[src/design/velocity_feedback_thrust_trim_unit_defines.svh]
// assertion macros shared by the thrust trim checks
`ifndef VELOCITY_FEEDBACK_THRUST_TRIM_UNIT_DEFINES_SVH
`define VELOCITY_FEEDBACK_THRUST_TRIM_UNIT_DEFINES_SVH

// condition holds in the same cycle as the trigger
`define VFTT_ASSERT_IMP(name, ante, cons, msg) \
  name: assert property (@(posedge clk) disable iff (rst) (ante) |-> (cons)) \
    else $error(msg);

// condition holds in the cycle after the trigger
`define VFTT_ASSERT_NXT(name, ante, cons, msg) \
  name: assert property (@(posedge clk) disable iff (rst) (ante) |=> (cons)) \
    else $error(msg);

`endif

[src/design/vftt_pkg.sv]
// shared types and constants of the velocity feedback thrust trim unit
package vftt_pkg;

  // fixed point formats
  localparam int DATA_WIDTH = 32;
  localparam int FRAC_BITS  = 24;
  localparam int ERR_FRAC   = 20;
  localparam int GAIN_FRAC  = 32;
  localparam int PROD_SHIFT = GAIN_FRAC + ERR_FRAC - FRAC_BITS;

  // serial multiplier geometry
  localparam int MCAND_W    = 56;
  localparam int MPLIER_W   = 32;
  localparam int DIGIT_W    = 8;
  localparam int MUL_DIGITS = MPLIER_W / DIGIT_W;
  localparam int PROD_W     = MCAND_W + MPLIER_W;

  // working accumulator holds a signed rounded product plus small terms
  localparam int ACC_W = PROD_W - PROD_SHIFT + 2;

  // engine count times per-engine thrust, and the clamp limit
  localparam int NT_W  = 35;
  localparam int LIM_W = DATA_WIDTH - 1;
  localparam logic [LIM_W-1:0] DMAX = '1;

  // apb register map
  localparam int APB_ADDR_W = 5;
  localparam logic [30:0] THRUST_MAX_RESET = 31'(1) << FRAC_BITS;

  typedef enum logic [2:0] {
    REG_LOOP_ENABLE,
    REG_PROP_GAIN,
    REG_INTEG_GAIN,
    REG_FILTER_COEFF,
    REG_THRUST_MIN,
    REG_THRUST_MAX
  } reg_idx_t;

  typedef struct packed {
    logic signed [31:0] vel_error;
    logic        [23:0] mass;
    logic signed [31:0] thrust_nominal;
    logic        [3:0]  engine_count;
  } in_item_t;

  typedef struct packed {
    logic signed [31:0] thrust_cmd;
    logic               integ_limited;
    logic               output_limited;
  } out_item_t;

  typedef struct packed {
    logic                start;
    logic [MCAND_W-1:0]  mcand;
    logic [MPLIER_W-1:0] mplier;
  } mul_req_t;

  typedef struct packed {
    logic              done;
    logic [PROD_W-1:0] product;
  } mul_rsp_t;

  typedef struct packed {
    logic            start;
    logic [NT_W-1:0] max_total;
  } lim_req_t;

  typedef struct packed {
    logic             valid;
    logic [LIM_W-1:0] lim;
  } lim_rsp_t;

endpackage

[src/design/vftt_mul.sv]
// digit serial unsigned multiplier, one 8-bit multiplier digit per cycle
module vftt_mul import vftt_pkg::*; (
  input  logic     clk,
  input  logic     rst,
  input  mul_req_t req,
  output mul_rsp_t rsp
);

  localparam int CNT_W = $clog2(MUL_DIGITS);
  localparam int SUM_W = MCAND_W + DIGIT_W;
  localparam logic [CNT_W-1:0] CNT_LAST = CNT_W'(MUL_DIGITS - 1);

  logic                busy;
  logic                done;
  logic [CNT_W-1:0]    cnt;
  logic [MCAND_W-1:0]  mcand;
  logic [MPLIER_W-1:0] mplier;
  logic [MCAND_W-1:0]  hi;
  logic [MPLIER_W-1:0] lo;
  logic [SUM_W-1:0]    sum;

  // partial product of the low digit added to the upper half
  assign sum = SUM_W'(hi) + SUM_W'(mcand) * SUM_W'(mplier[DIGIT_W-1:0]);

  // digit count and completion pulse
  always_ff @(posedge clk) begin
    if (rst) begin
      busy <= 1'b0;
      done <= 1'b0;
      cnt  <= '0;
    end else begin
      done <= busy && !req.start && (cnt == CNT_LAST);
      if (req.start) begin
        busy <= 1'b1;
        cnt  <= '0;
      end else if (busy) begin
        cnt <= cnt + CNT_W'(1);
        if (cnt == CNT_LAST) begin
          busy <= 1'b0;
        end
      end
    end
  end

  // shift-add datapath, low product bits shift out into lo
  always_ff @(posedge clk) begin
    if (req.start) begin
      mcand  <= req.mcand;
      mplier <= req.mplier;
      hi     <= '0;
      lo     <= '0;
    end else if (busy) begin
      hi     <= sum[SUM_W-1:DIGIT_W];
      lo     <= {sum[DIGIT_W-1:0], lo[MPLIER_W-1:DIGIT_W]};
      mplier <= mplier >> DIGIT_W;
    end
  end

  assign rsp.done    = done;
  assign rsp.product = {hi, lo};

endmodule

[src/design/vftt_lim.sv]
// integrator clamp limit, round(3 * total max thrust / 20), divided one nibble a cycle
module vftt_lim import vftt_pkg::*; (
  input  logic     clk,
  input  logic     rst,
  input  lim_req_t req,
  output lim_rsp_t rsp
);

  localparam int X_W         = NT_W + 2;
  localparam int DIV_W       = 36;
  localparam int NIB_W       = 4;
  localparam int DIV_STEPS   = DIV_W / NIB_W;
  localparam int CNT_W       = $clog2(DIV_STEPS);
  localparam int LIM_NUM     = 3;
  localparam int HALF_DEN    = 10;
  localparam int DEN_SHIFT   = 2;
  localparam int RECIP5      = 205;
  localparam int RECIP_SHIFT = 10;
  localparam int DIV5        = 5;
  localparam logic [CNT_W-1:0] CNT_LAST = CNT_W'(DIV_STEPS - 1);

  logic             busy;
  logic             valid;
  logic [CNT_W-1:0] cnt;
  logic [DIV_W-1:0] y;
  logic [DIV_W-1:0] q;
  logic [2:0]       rem;
  logic [LIM_W-1:0] lim;
  logic [X_W-1:0]   x;
  logic [6:0]       t;
  logic [14:0]      tq;
  logic [3:0]       qd;
  logic [6:0]       tr;
  logic [DIV_W-1:0] q_next;

  // numerator with half the divisor added, then the power of two part taken out
  assign x = X_W'(LIM_NUM) * X_W'(req.max_total) + X_W'(HALF_DEN);

  // one quotient digit of a divide by five, remainder stays below five
  assign t      = {rem, y[DIV_W-1 -: NIB_W]};
  assign tq     = 15'(t) * 15'(RECIP5);
  assign qd     = tq[RECIP_SHIFT +: 4];
  assign tr     = t - 7'(qd) * 7'(DIV5);
  assign q_next = {q[DIV_W-NIB_W-1:0], qd};

  // control
  always_ff @(posedge clk) begin
    if (rst) begin
      busy  <= 1'b0;
      valid <= 1'b0;
      cnt   <= '0;
    end else if (req.start) begin
      busy  <= 1'b1;
      valid <= 1'b0;
      cnt   <= '0;
    end else if (busy) begin
      cnt <= cnt + CNT_W'(1);
      if (cnt == CNT_LAST) begin
        busy  <= 1'b0;
        valid <= 1'b1;
      end
    end
  end

  // datapath, limit capped at the largest positive data word
  always_ff @(posedge clk) begin
    if (req.start) begin
      y   <= DIV_W'(x >> DEN_SHIFT);
      q   <= '0;
      rem <= '0;
    end else if (busy) begin
      y   <= y << NIB_W;
      q   <= q_next;
      rem <= tr[2:0];
      if (cnt == CNT_LAST) begin
        lim <= (q_next > DIV_W'(DMAX)) ? DMAX : q_next[LIM_W-1:0];
      end
    end
  end

  assign rsp.valid = valid;
  assign rsp.lim   = lim;

endmodule

[src/design/velocity_feedback_thrust_trim_unit.sv]
// top level of the velocity feedback thrust trim unit
// A PI thrust trim with a low-pass filter on the velocity error and a clamped
// integrator. One input beat is taken at a time. A tick with the loop disabled
// or zero engines goes from acceptance straight to the output state and returns
// the nominal thrust as soon as the output register is free. A feedback tick
// makes four passes through one shared multiplier that consumes an 8-bit
// multiplier digit per cycle (filter product, mass times filtered error, then
// the integral and proportional gains), with register stages for the filter
// update and the two clamps in between. The integrator limit is divided out
// by five one nibble a cycle in parallel with the first passes. A finished
// result sits in the output register while the next beat is accepted.
// Configuration registers sit on the APB port at byte address 4 * index.
`include "velocity_feedback_thrust_trim_unit_defines.svh"

module velocity_feedback_thrust_trim_unit import vftt_pkg::*; (
  input  logic                  clk,
  input  logic                  rst,
  input  logic                  in_valid,
  output logic                  in_ready,
  input  in_item_t              in_data,
  output logic                  out_valid,
  input  logic                  out_ready,
  output out_item_t             out_data,
  input  logic                  psel,
  input  logic                  penable,
  input  logic                  pwrite,
  input  logic [APB_ADDR_W-1:0] paddr,
  input  logic [31:0]           pwdata,
  output logic [31:0]           prdata,
  output logic                  pready
);

  localparam int DIFF_W  = 33;
  localparam int COEFF_W = 16;
  localparam int FP_W    = DIFF_W + COEFF_W;
  localparam int FMAG_W  = FP_W + 1 - COEFF_W;
  localparam logic [FP_W:0] FRND_POS = (FP_W + 1)'(1) << (COEFF_W - 1);
  localparam logic [FP_W:0] FRND_NEG = FRND_POS - (FP_W + 1)'(1);
  localparam logic [PROD_W:0] PROD_RND = (PROD_W + 1)'(1) << (PROD_SHIFT - 1);

  typedef enum logic [3:0] {
    S_IDLE,
    S_FILT,
    S_FILT_W,
    S_FUPD,
    S_MF,
    S_MF_W,
    S_INT_W,
    S_ICLAMP,
    S_PROP_W,
    S_OCLAMP,
    S_OUT
  } state_t;

  // sign extend a data word to the accumulator width
  function automatic logic [ACC_W-1:0] sext_word(input logic [31:0] v);
    return {{(ACC_W-32){v[31]}}, v};
  endfunction

  // saturate an accumulator value to a signed data word
  function automatic logic [31:0] sat_word(input logic [ACC_W-1:0] v);
    if ((&v[ACC_W-1:31]) || !(|v[ACC_W-1:31])) begin
      return v[31:0];
    end
    return v[ACC_W-1] ? {1'b1, 31'b0} : {1'b0, {31{1'b1}}};
  endfunction

  // configuration registers
  logic        loop_enable;
  logic [31:0] prop_gain;
  logic [31:0] integ_gain;
  logic [15:0] filter_coeff;
  logic [30:0] thrust_min_each;
  logic [30:0] thrust_max_each;

  // control and state
  state_t             state;
  logic signed [31:0] filtered_error;
  logic signed [31:0] integrator;

  // working registers of one tick
  logic signed [31:0]       err_r;
  logic [23:0]              mass_r;
  logic signed [31:0]       nom_r;
  logic [NT_W-1:0]          ntmax;
  logic [NT_W-1:0]          ntmin;
  logic [NT_W-1:0]          hi_bound;
  logic                     d_neg;
  logic                     f_neg;
  logic [MCAND_W-1:0]       mf;
  logic signed [ACC_W-1:0]  acc;
  logic signed [31:0]       res_cmd;
  logic                     res_ilim;
  logic                     res_olim;

  // combinational datapath
  logic                     wr_en;
  logic [2:0]               reg_sel;
  logic                     accept;
  logic                     bypass;
  logic signed [DIFF_W-1:0] diff;
  logic [DIFF_W-1:0]        diff_mag;
  logic [31:0]              f_mag;
  logic [PROD_W-1:0]        prod;
  logic [FP_W:0]            fp_rnd;
  logic [FMAG_W-1:0]        fstep_mag;
  logic signed [ACC_W-1:0]  fsum;
  logic [PROD_W:0]          prod_rnd;
  logic signed [ACC_W-1:0]  sp;
  logic signed [ACC_W-1:0]  lim_p;
  logic signed [ACC_W-1:0]  lim_n;
  logic signed [ACC_W-1:0]  tmin_s;
  logic signed [ACC_W-1:0]  hb_s;
  logic signed [ACC_W-1:0]  c1;
  logic signed [ACC_W-1:0]  c2;
  logic                     lo_hit;
  logic                     hi_hit;
  logic signed [ACC_W-1:0]  integ_ext;

  mul_req_t mul_req;
  mul_rsp_t mul_rsp;
  lim_req_t lim_req;
  lim_rsp_t lim_rsp;

  vftt_mul u_mul (
    .clk (clk),
    .rst (rst),
    .req (mul_req),
    .rsp (mul_rsp)
  );

  vftt_lim u_lim (
    .clk (clk),
    .rst (rst),
    .req (lim_req),
    .rsp (lim_rsp)
  );

  // apb register file
  assign pready  = 1'b1;
  assign wr_en   = psel && penable && pwrite;
  assign reg_sel = paddr[4:2];

  always_ff @(posedge clk) begin
    if (rst) begin
      loop_enable     <= 1'b0;
      prop_gain       <= '0;
      integ_gain      <= '0;
      filter_coeff    <= '0;
      thrust_min_each <= '0;
      thrust_max_each <= THRUST_MAX_RESET;
    end else if (wr_en) begin
      unique case (reg_sel)
        REG_LOOP_ENABLE:  loop_enable     <= pwdata[0];
        REG_PROP_GAIN:    prop_gain       <= pwdata;
        REG_INTEG_GAIN:   integ_gain      <= pwdata;
        REG_FILTER_COEFF: filter_coeff    <= pwdata[15:0];
        REG_THRUST_MIN:   thrust_min_each <= pwdata[30:0];
        REG_THRUST_MAX:   thrust_max_each <= pwdata[30:0];
        default: ;
      endcase
    end
  end

  always_comb begin
    unique case (reg_sel)
      REG_LOOP_ENABLE:  prdata = 32'(loop_enable);
      REG_PROP_GAIN:    prdata = prop_gain;
      REG_INTEG_GAIN:   prdata = integ_gain;
      REG_FILTER_COEFF: prdata = 32'(filter_coeff);
      REG_THRUST_MIN:   prdata = 32'(thrust_min_each);
      REG_THRUST_MAX:   prdata = 32'(thrust_max_each);
      default:          prdata = '0;
    endcase
  end

  // input handshake
  assign in_ready = (state == S_IDLE);
  assign accept   = in_valid && in_ready;
  assign bypass   = !loop_enable || (in_data.engine_count == '0);

  // filter operand: error minus filtered error, as sign and magnitude
  assign diff     = $signed({err_r[31], err_r}) - $signed({filtered_error[31], filtered_error});
  assign diff_mag = diff[DIFF_W-1] ? DIFF_W'(-diff) : DIFF_W'(diff);
  assign f_mag    = filtered_error[31] ? 32'(-filtered_error) : 32'(filtered_error);
  assign prod     = mul_rsp.product;

  // filter step rounded half up: negative side rounds from one below
  assign fp_rnd    = {1'b0, prod[FP_W-1:0]} + (d_neg ? FRND_NEG : FRND_POS);
  assign fstep_mag = fp_rnd[FP_W:COEFF_W];
  assign fsum      = $signed(sext_word(filtered_error)) + acc;

  // gain product rounded half away from zero, its magnitude stays below 2^59
  assign prod_rnd = {1'b0, prod} + PROD_RND;
  assign sp = f_neg ? -$signed({1'b0, prod_rnd[PROD_W:PROD_SHIFT]})
                    : $signed({1'b0, prod_rnd[PROD_W:PROD_SHIFT]});

  // integrator bounds
  assign lim_p     = $signed({{(ACC_W-LIM_W){1'b0}}, lim_rsp.lim});
  assign lim_n     = -lim_p;
  assign integ_ext = $signed(sext_word(integrator));

  // output clamp: lower bound first, then the upper bound capped at the word max;
  // the result is never negative since the lower bound is not
  assign tmin_s = $signed({{(ACC_W-NT_W){1'b0}}, ntmin});
  assign hb_s   = $signed({{(ACC_W-NT_W){1'b0}}, hi_bound});
  assign lo_hit = acc < tmin_s;
  assign c1     = lo_hit ? tmin_s : acc;
  assign hi_hit = c1 > hb_s;
  assign c2     = hi_hit ? hb_s : c1;

  // multiplier operand select
  always_comb begin
    mul_req.start  = 1'b0;
    mul_req.mcand  = mf;
    mul_req.mplier = prop_gain;
    case (state)
      S_FILT: begin
        mul_req.start  = 1'b1;
        mul_req.mcand  = MCAND_W'(diff_mag);
        mul_req.mplier = MPLIER_W'(filter_coeff);
      end
      S_MF: begin
        mul_req.start  = 1'b1;
        mul_req.mcand  = MCAND_W'(mass_r);
        mul_req.mplier = f_mag;
      end
      S_MF_W: begin
        mul_req.start  = mul_rsp.done;
        mul_req.mcand  = prod[MCAND_W-1:0];
        mul_req.mplier = integ_gain;
      end
      S_ICLAMP: begin
        mul_req.start  = 1'b1;
      end
      default: ;
    endcase
  end

  assign lim_req.start     = (state == S_FILT);
  assign lim_req.max_total = ntmax;

  // sequencer, state and result registers
  always_ff @(posedge clk) begin
    if (rst) begin
      state          <= S_IDLE;
      out_valid      <= 1'b0;
      filtered_error <= '0;
      integrator     <= '0;
    end else begin
      if (out_valid && out_ready && state != S_OUT) begin
        out_valid <= 1'b0;
      end
      unique case (state)
        S_IDLE: begin
          if (accept) begin
            err_r  <= in_data.vel_error;
            mass_r <= in_data.mass;
            nom_r  <= in_data.thrust_nominal;
            ntmax  <= NT_W'(in_data.engine_count) * NT_W'(thrust_max_each);
            ntmin  <= NT_W'(in_data.engine_count) * NT_W'(thrust_min_each);
            if (bypass) begin
              res_cmd  <= in_data.thrust_nominal;
              res_ilim <= 1'b0;
              res_olim <= 1'b0;
              state    <= S_OUT;
            end else begin
              state <= S_FILT;
            end
          end
        end
        S_FILT: begin
          d_neg    <= diff[DIFF_W-1];
          hi_bound <= (ntmax > NT_W'(DMAX)) ? NT_W'(DMAX) : ntmax;
          state    <= S_FILT_W;
        end
        S_FILT_W: begin
          if (mul_rsp.done) begin
            acc   <= d_neg ? -ACC_W'(fstep_mag) : ACC_W'(fstep_mag);
            state <= S_FUPD;
          end
        end
        S_FUPD: begin
          filtered_error <= sat_word(fsum);
          state          <= S_MF;
        end
        S_MF: begin
          f_neg <= filtered_error[31];
          state <= S_MF_W;
        end
        S_MF_W: begin
          if (mul_rsp.done) begin
            mf    <= prod[MCAND_W-1:0];
            state <= S_INT_W;
          end
        end
        S_INT_W: begin
          if (mul_rsp.done) begin
            acc   <= integ_ext + sp;
            state <= S_ICLAMP;
          end
        end
        S_ICLAMP: begin
          if (acc > lim_p) begin
            integrator <= lim_p[31:0];
            res_ilim   <= 1'b1;
          end else if (acc < lim_n) begin
            integrator <= lim_n[31:0];
            res_ilim   <= 1'b1;
          end else begin
            integrator <= acc[31:0];
            res_ilim   <= 1'b0;
          end
          state <= S_PROP_W;
        end
        S_PROP_W: begin
          if (mul_rsp.done) begin
            acc   <= $signed(sext_word(nom_r)) + sp + integ_ext;
            state <= S_OCLAMP;
          end
        end
        S_OCLAMP: begin
          res_cmd  <= c2[31:0];
          res_olim <= lo_hit || hi_hit;
          state    <= S_OUT;
        end
        S_OUT: begin
          if (!out_valid || out_ready) begin
            out_data.thrust_cmd     <= res_cmd;
            out_data.integ_limited  <= res_ilim;
            out_data.output_limited <= res_olim;
            out_valid               <= 1'b1;
            state                   <= S_IDLE;
          end
        end
        default: state <= S_IDLE;
      endcase
    end
  end

  // checks
  `VFTT_ASSERT_IMP(a_lim_ready, state == S_ICLAMP, lim_rsp.valid, "clamp limit not ready at integrator clamp")
  `VFTT_ASSERT_IMP(a_mul_done_waited, mul_rsp.done, state == S_FILT_W || state == S_MF_W || state == S_INT_W || state == S_PROP_W, "multiplier finished outside a wait state")
  `VFTT_ASSERT_NXT(a_integ_bounded, state == S_ICLAMP, integ_ext <= lim_p && integ_ext >= lim_n, "integrator outside its clamp")
  `VFTT_ASSERT_NXT(a_bypass_direct, accept && bypass, state == S_OUT, "bypass beat did not go straight to output")

endmodule

[config.mk]
export PLATFORM = sky130hd
export DESIGN_NAME = velocity_feedback_thrust_trim_unit
export DESIGN_NICKNAME = d
export VERILOG_FILES = /design/src/design/vftt_pkg.sv /design/src/design/vftt_mul.sv /design/src/design/vftt_lim.sv /design/src/design/velocity_feedback_thrust_trim_unit.sv
export VERILOG_INCLUDE_DIRS = /design/src /design/src/design
export SDC_FILE = /design/constraint.sdc
export NUM_CORES = 2
export LEC_CHECK = 0
export ABC_AREA = 1
export BUFFER_PORTS_ARGS = -buffer_cell sky130_fd_sc_hd__buf_2
export CAP_MARGIN = 20
export CORE_ASPECT_RATIO = 1.75
export CORE_MARGIN = 4
export CORE_UTILIZATION = 40
export DETAILED_ROUTE_END_ITERATION = 16
export PLACE_DENSITY_LB_ADDON = 0.25
export SLEW_MARGIN = 10
export SYNTH_ARGS = -nofsm -noshare
export SYNTH_HDL_FRONTEND = slang
export SYNTH_HIERARCHICAL = 1
export SYNTH_SLANG_ARGS = --single-unit
[constraint.sdc]
create_clock -name clk -period 14.4 [get_ports clk]
set_input_delay 1.44 -clock clk [delete_from_list [all_inputs] [get_ports clk]]
set_output_delay 1.44 -clock clk [all_outputs]
set_load 0.01 [all_outputs]
Word-level counts from Yosys, hierarchy flattened --
Index checks and enable logic that the tools add are counted.
Word-level totals: input bits 136, bits in latches 0, output and inout bits 69, RAM bits 0, memories kept 0, register bits after elaboration 880, ROM bits 0
Operators by class: equality and inequality tests 25, add/subtract/negate cells 17, order comparisons 6, divide/modulo/power cells 0, bitwise operators 2, multiply operators 6, multiplexer cells 52, shift operators 0, reduce and logical (&&, ||, !) cells 44
Operators with widths (number):
- 2-to-1 mux 62 bit | 6
- 2-to-1 mux 32 bit | 11
- case mux 88 bit (3 select lines) | 1
- case mux 32 bit (6 select lines) | 1
- adder 32 x 62 -> 62 bit | 3
- case mux 62 bit (3 select lines) | 1
- adder 88 x 28 -> 89 bit (second input constant) | 1
- multiplier 4 x 31 -> 35 bit | 2
- 2-to-1 mux 35 bit | 2
- adder 56 x 64 -> 64 bit | 1
- multiplier 56 x 8 -> 64 bit | 1
- case mux 32 bit (2 select lines) | 1
- adder 62 x 32 -> 62 bit | 1
- greater-than comparator 62 x 32 -> 1 bit | 1
- greater-than comparator 62 x 36 -> 1 bit | 1
- less-than comparator 62 x 36 -> 1 bit | 1
- less-than comparator 62 bit | 1
- negator 31 -> 62 bit | 1
- negator 34 -> 62 bit | 1
- negator 61 -> 62 bit | 1
- adder 49 x 16 -> 50 bit | 1
- case mux 4 bit (11 select lines) | 1
- adder 37 x 4 -> 37 bit (second input constant) | 1
- multiplier 2 x 35 -> 37 bit (first input constant) | 1
- 43 further kinds | 109

Depth between registers and ports, before layout --
depth after elaboration 8, gate-level depth with buffers 36, mapped depth without buffers 36

Cells and area by module --
Netlist, hierarchy kept.
Modules (own cells, without submodules):
- velocity_feedback_thrust_trim_unit | area an instance 63209.4 µm², cells each 9769, instances 1, sequential area each 15685.0 µm²
- vftt_mul | area an instance 24104.4 µm², cells each 3375, instances 1, sequential area each 4484.3 µm²
- vftt_lim | area an instance 7689.9 µm², cells each 984, instances 1, sequential area each 2822.7 µm²

Worst setup path before layout --
No wires, ideal clock.
path type input to register, start point input rst, end point register err_r[0], enable pin, cell stages on the path 3, arrival time 12.462 ns, setup slack 1.069 ns, path through clkbuf_1 -> clkbuf_1 -> nor3_1
Between the ends: word-level cells in the longest chain between the ends 2
Ends and longest elaborated chain:
- start: declaration | RTL line velocity_feedback_thrust_trim_unit.sv:17 | input logic rst,
- inverter 1 bit (no source line)
- AND reduction 3 bit (no source line)
- end signal: assignment | RTL line velocity_feedback_thrust_trim_unit.sv:257 | err_r <= in_data.vel_error;
- end: declaration | RTL line velocity_feedback_thrust_trim_unit.sv:82 | logic signed [31:0] err_r;
Every way passes these cells. A chain may end at the register's enable or synchronous reset.

Final worst setup path --
start point register u_mul.hi[12], end point register acc[50], data pin
Between the ends: word-level cells in the longest chain between the ends 7
Ends and longest elaborated chain:
- start: declaration | RTL line vftt_mul.sv:18 | logic [MCAND_W-1:0] hi;
- start signal: assignment | RTL line vftt_mul.sv:53 | hi <= sum[SUM_W-1:DIGIT_W];
- adder 88 x 28 -> 89 bit | RTL line velocity_feedback_thrust_trim_unit.sv:194 | assign prod_rnd = {1'b0, prod} + PROD_RND;
- negator 61 -> 62 bit | RTL line velocity_feedback_thrust_trim_unit.sv:195 | assign sp = f_neg ? -$signed({1'b0, prod_rnd[PROD_W:PROD_SHIFT]})
- 2-to-1 mux 62 bit | RTL line velocity_feedback_thrust_trim_unit.sv:195
- adder 32 x 62 -> 62 bit | RTL line velocity_feedback_thrust_trim_unit.sv:318 | acc <= $signed(sext_word(nom_r)) + sp + integ_ext;
- adder 62 x 32 -> 62 bit | RTL line velocity_feedback_thrust_trim_unit.sv:318
- 2-to-1 mux 62 bit | RTL line velocity_feedback_thrust_trim_unit.sv:317 | if (mul_rsp.done) begin
- case mux 62 bit (3 select lines) * | RTL line velocity_feedback_thrust_trim_unit.sv:254 | unique case (state)
- end signal: assignment | RTL line velocity_feedback_thrust_trim_unit.sv:279 | acc <= d_neg ? -ACC_W'(fstep_mag) : ACC_W'(fstep_mag);
- end signal: assignment | RTL line velocity_feedback_thrust_trim_unit.sv:299 | acc <= integ_ext + sp;
- end signal: assignment | RTL line velocity_feedback_thrust_trim_unit.sv:318
- end: declaration | RTL line velocity_feedback_thrust_trim_unit.sv:91 | logic signed [ACC_W-1:0] acc;
Every way passes the cells marked *; elsewhere a longest branch is shown, timed or not. The select of a mux whose other input is x is not followed.

==> flow_summary_export.csv <==
group,metric,value,unit
global_route,grt_pass1_wl,597500,microns
clock_network,cts_sinks,880,
timing,rsz0062_at_grt,"false",
timing,finalHoldViolCount,0,
layout,areaGrowthSynthToFinish,8.181,%
timing,fin_crit_sh,0.5493,
place,io_buffers,201,
place,dp.cells,17170,
timing,whs,0.4303,ns
detailed_routing,post-route-drc-count,0,
global_route,antenna_found_initial,23,
worst_setup_path,crit_slowest_cell,"o21ai_0",
timing,relSlewSlack,0.2377,
global_route,grt_usage,0.3308,
clock_network,ctsResizeCount,0,
floorplan,top_level_ports,205,
worst_setup_path,cp_data_required_time,14.81,ns
timing,finalSetupViolations,0,
timing,finalCriticalPeriod,7.911,ns
worst_setup_path,cp_top_family,"simple AND/OR/NAND/NOR gates",
floorplan,dieArea,245600,sq um
floorplan,die_h,652.6,microns
detailed_routing,drt-initial-drc-count,6257,
flow_run,cap_violations,0,
detailed_routing,drtAntennaViolNets,0,
worst_setup_path,worstSetupPathType,"flop to flop",
status,outcome,"complete, no violations",
hold_path,hold_class,"flop to flop",
layout,drive_gt1_frac,0.05065,
clock_network,numCtsBuffers,91,
detailed_routing,drtPass1Iterations,6,
worst_setup_path,arrival,8.32,ns
clock_network,post_cts_buffers,0,
detailed_routing,via_per_inst,5.315,
global_route,grt-ovfl-total,0,
layout,final_common_cell,"nand2_1",
floorplan,rows,236,
floorplan,fp.dieW,376.3,microns
clock_network,clock-root-buffer,"clkbuf_16",
clock_network,cts_hold_buf,0,
worst_setup_path,critical-path-max-stage-delay,0.76,ns
worst_setup_path,path_max_fanout,7,
global_route,grt_pass1_vias,94050,
detailed_routing,wl,412900,microns
timing,fin_skew,0.06930,ns
worst_setup_path,crit_path_frequent_cell,"nand2_1",
layout,final_cell_mix,"nand2_1, inv_1, nor2_1, o21ai_0, a21oi_1",
synth,syn_area,94960,sq um
floorplan,initial_core_util,0.4020,
synth,ys_warn_count,6,
clock_network,cts_htree_levels,3,
clock_network,cts.path.max_buffers,3,
clock_network,cts_tree,"yes",
timing,tightest_slew,1.133,ns
synth,synth_area_per_cell,6.724,sq um
layout,final_core_utilization,0.4349,
worst_setup_path,cp_num_buf_inv,5,
layout,fin_cells,17360,
timing,slew_violations,0,
place,dp_hpwl,347900,microns
timing,tns,0,ns
global_route,grt_max_degree,159,
layout,nNetsFinal,15550,
detailed_routing,vias,92260,
floorplan,fp.coreArea,236200,sq um
timing,fmax,126.4,MHz
worst_setup_path,end_kind,"flop",
clock_network,path_clk_slew,0.07,ns
place,gp_congestion,1.028,
clock_network,insertion_delay,0.79,ns
synth,synthCells,14120,
worst_setup_path,startpoint_type,"flop",
detailed_routing,wl_per_cell,23.79,microns
final timing paths:
| path | slack [ns] | depth (start not counted) | to | start |
|---|---|---|---|---|
| setup / recovery | 6.49 | 30 | acc[50] | u_mul/hi[12] |
| hold / removal | 0.43 | 0 | out_data[12] | res_cmd[10] |
| setup reg to reg | 6.49 | 30 | acc[50] | u_mul/hi[12] |
| hold reg to reg | 0.43 | 0 | out_data[12] | res_cmd[10] |
stage by stage:
step	area (sq um)	setup slack [ns]
final	102700	6.489
after global placement	99410	6.584
after detailed placement	99420	6.598
after floorplan	94980	1.069
after CTS	102700	6.583
after global routing	102700	6.215
layout make-up:
class / instances / area [sq um]
Antenna cell: 11 / 27.53
Clock buffer: 119 / 2484
Clock inverter: 53 / 770.7
Fill cell: 25530 / 133500
Inverter: 2773 / 10410
Multi-Input combinational cell: 10110 / 60290
Sequential cell: 880 / 22970
Tap cell: 3094 / 3871
Timing Repair Buffer: 317 / 1909
registers in the layout, indices dropped and copies added, names as in the netlist, 24 cells and up:
register and flops:
acc 62, mf 56, u_mul/hi 56, u_mul/mcand 56
u_lim/y 36, hi_bound 35, ntmax 35, ntmin 35
out_data 34, err_r 32, filtered_error 32, integ_gain 32
integrator 32, nom_r 32, prop_gain 32, res_cmd 32
u_lim/q 32, u_mul/lo 32, u_mul/mplier 32, thrust_max_each 31
thrust_min_each 31, u_lim/lim 31, mass_r 24
per-layer routing:
metal | vias to the layer above | GRT usage | routed length [microns]
li1 | 44500 | - | -
met1 | 43600 | 0.2982 | 129200
met2 | 2802 | 0.6154 | 211600
met3 | 1349 | 0.03892 | 17840
met4 | 10 | 0.3442 | 54290
met5 | - | 0 | 68
worst reg2reg max path, delay by kind of cell (launching register included):
kind | cells | cell delay (ns)
DFF | 1 | 0.66
adders and majority gates | 2 | 0.90
xor gates and xnor gates | 1 | 0.61
buffers and inverters | 5 | 0.58
AOI/OAI and AO/OA | 2 | 1.02
and+or+nand+nor | 20 | 3.81
Power is left out: the tool's default activity adds up to more than one toggle a clock period on the data nets, which glitch-free logic cannot reach.
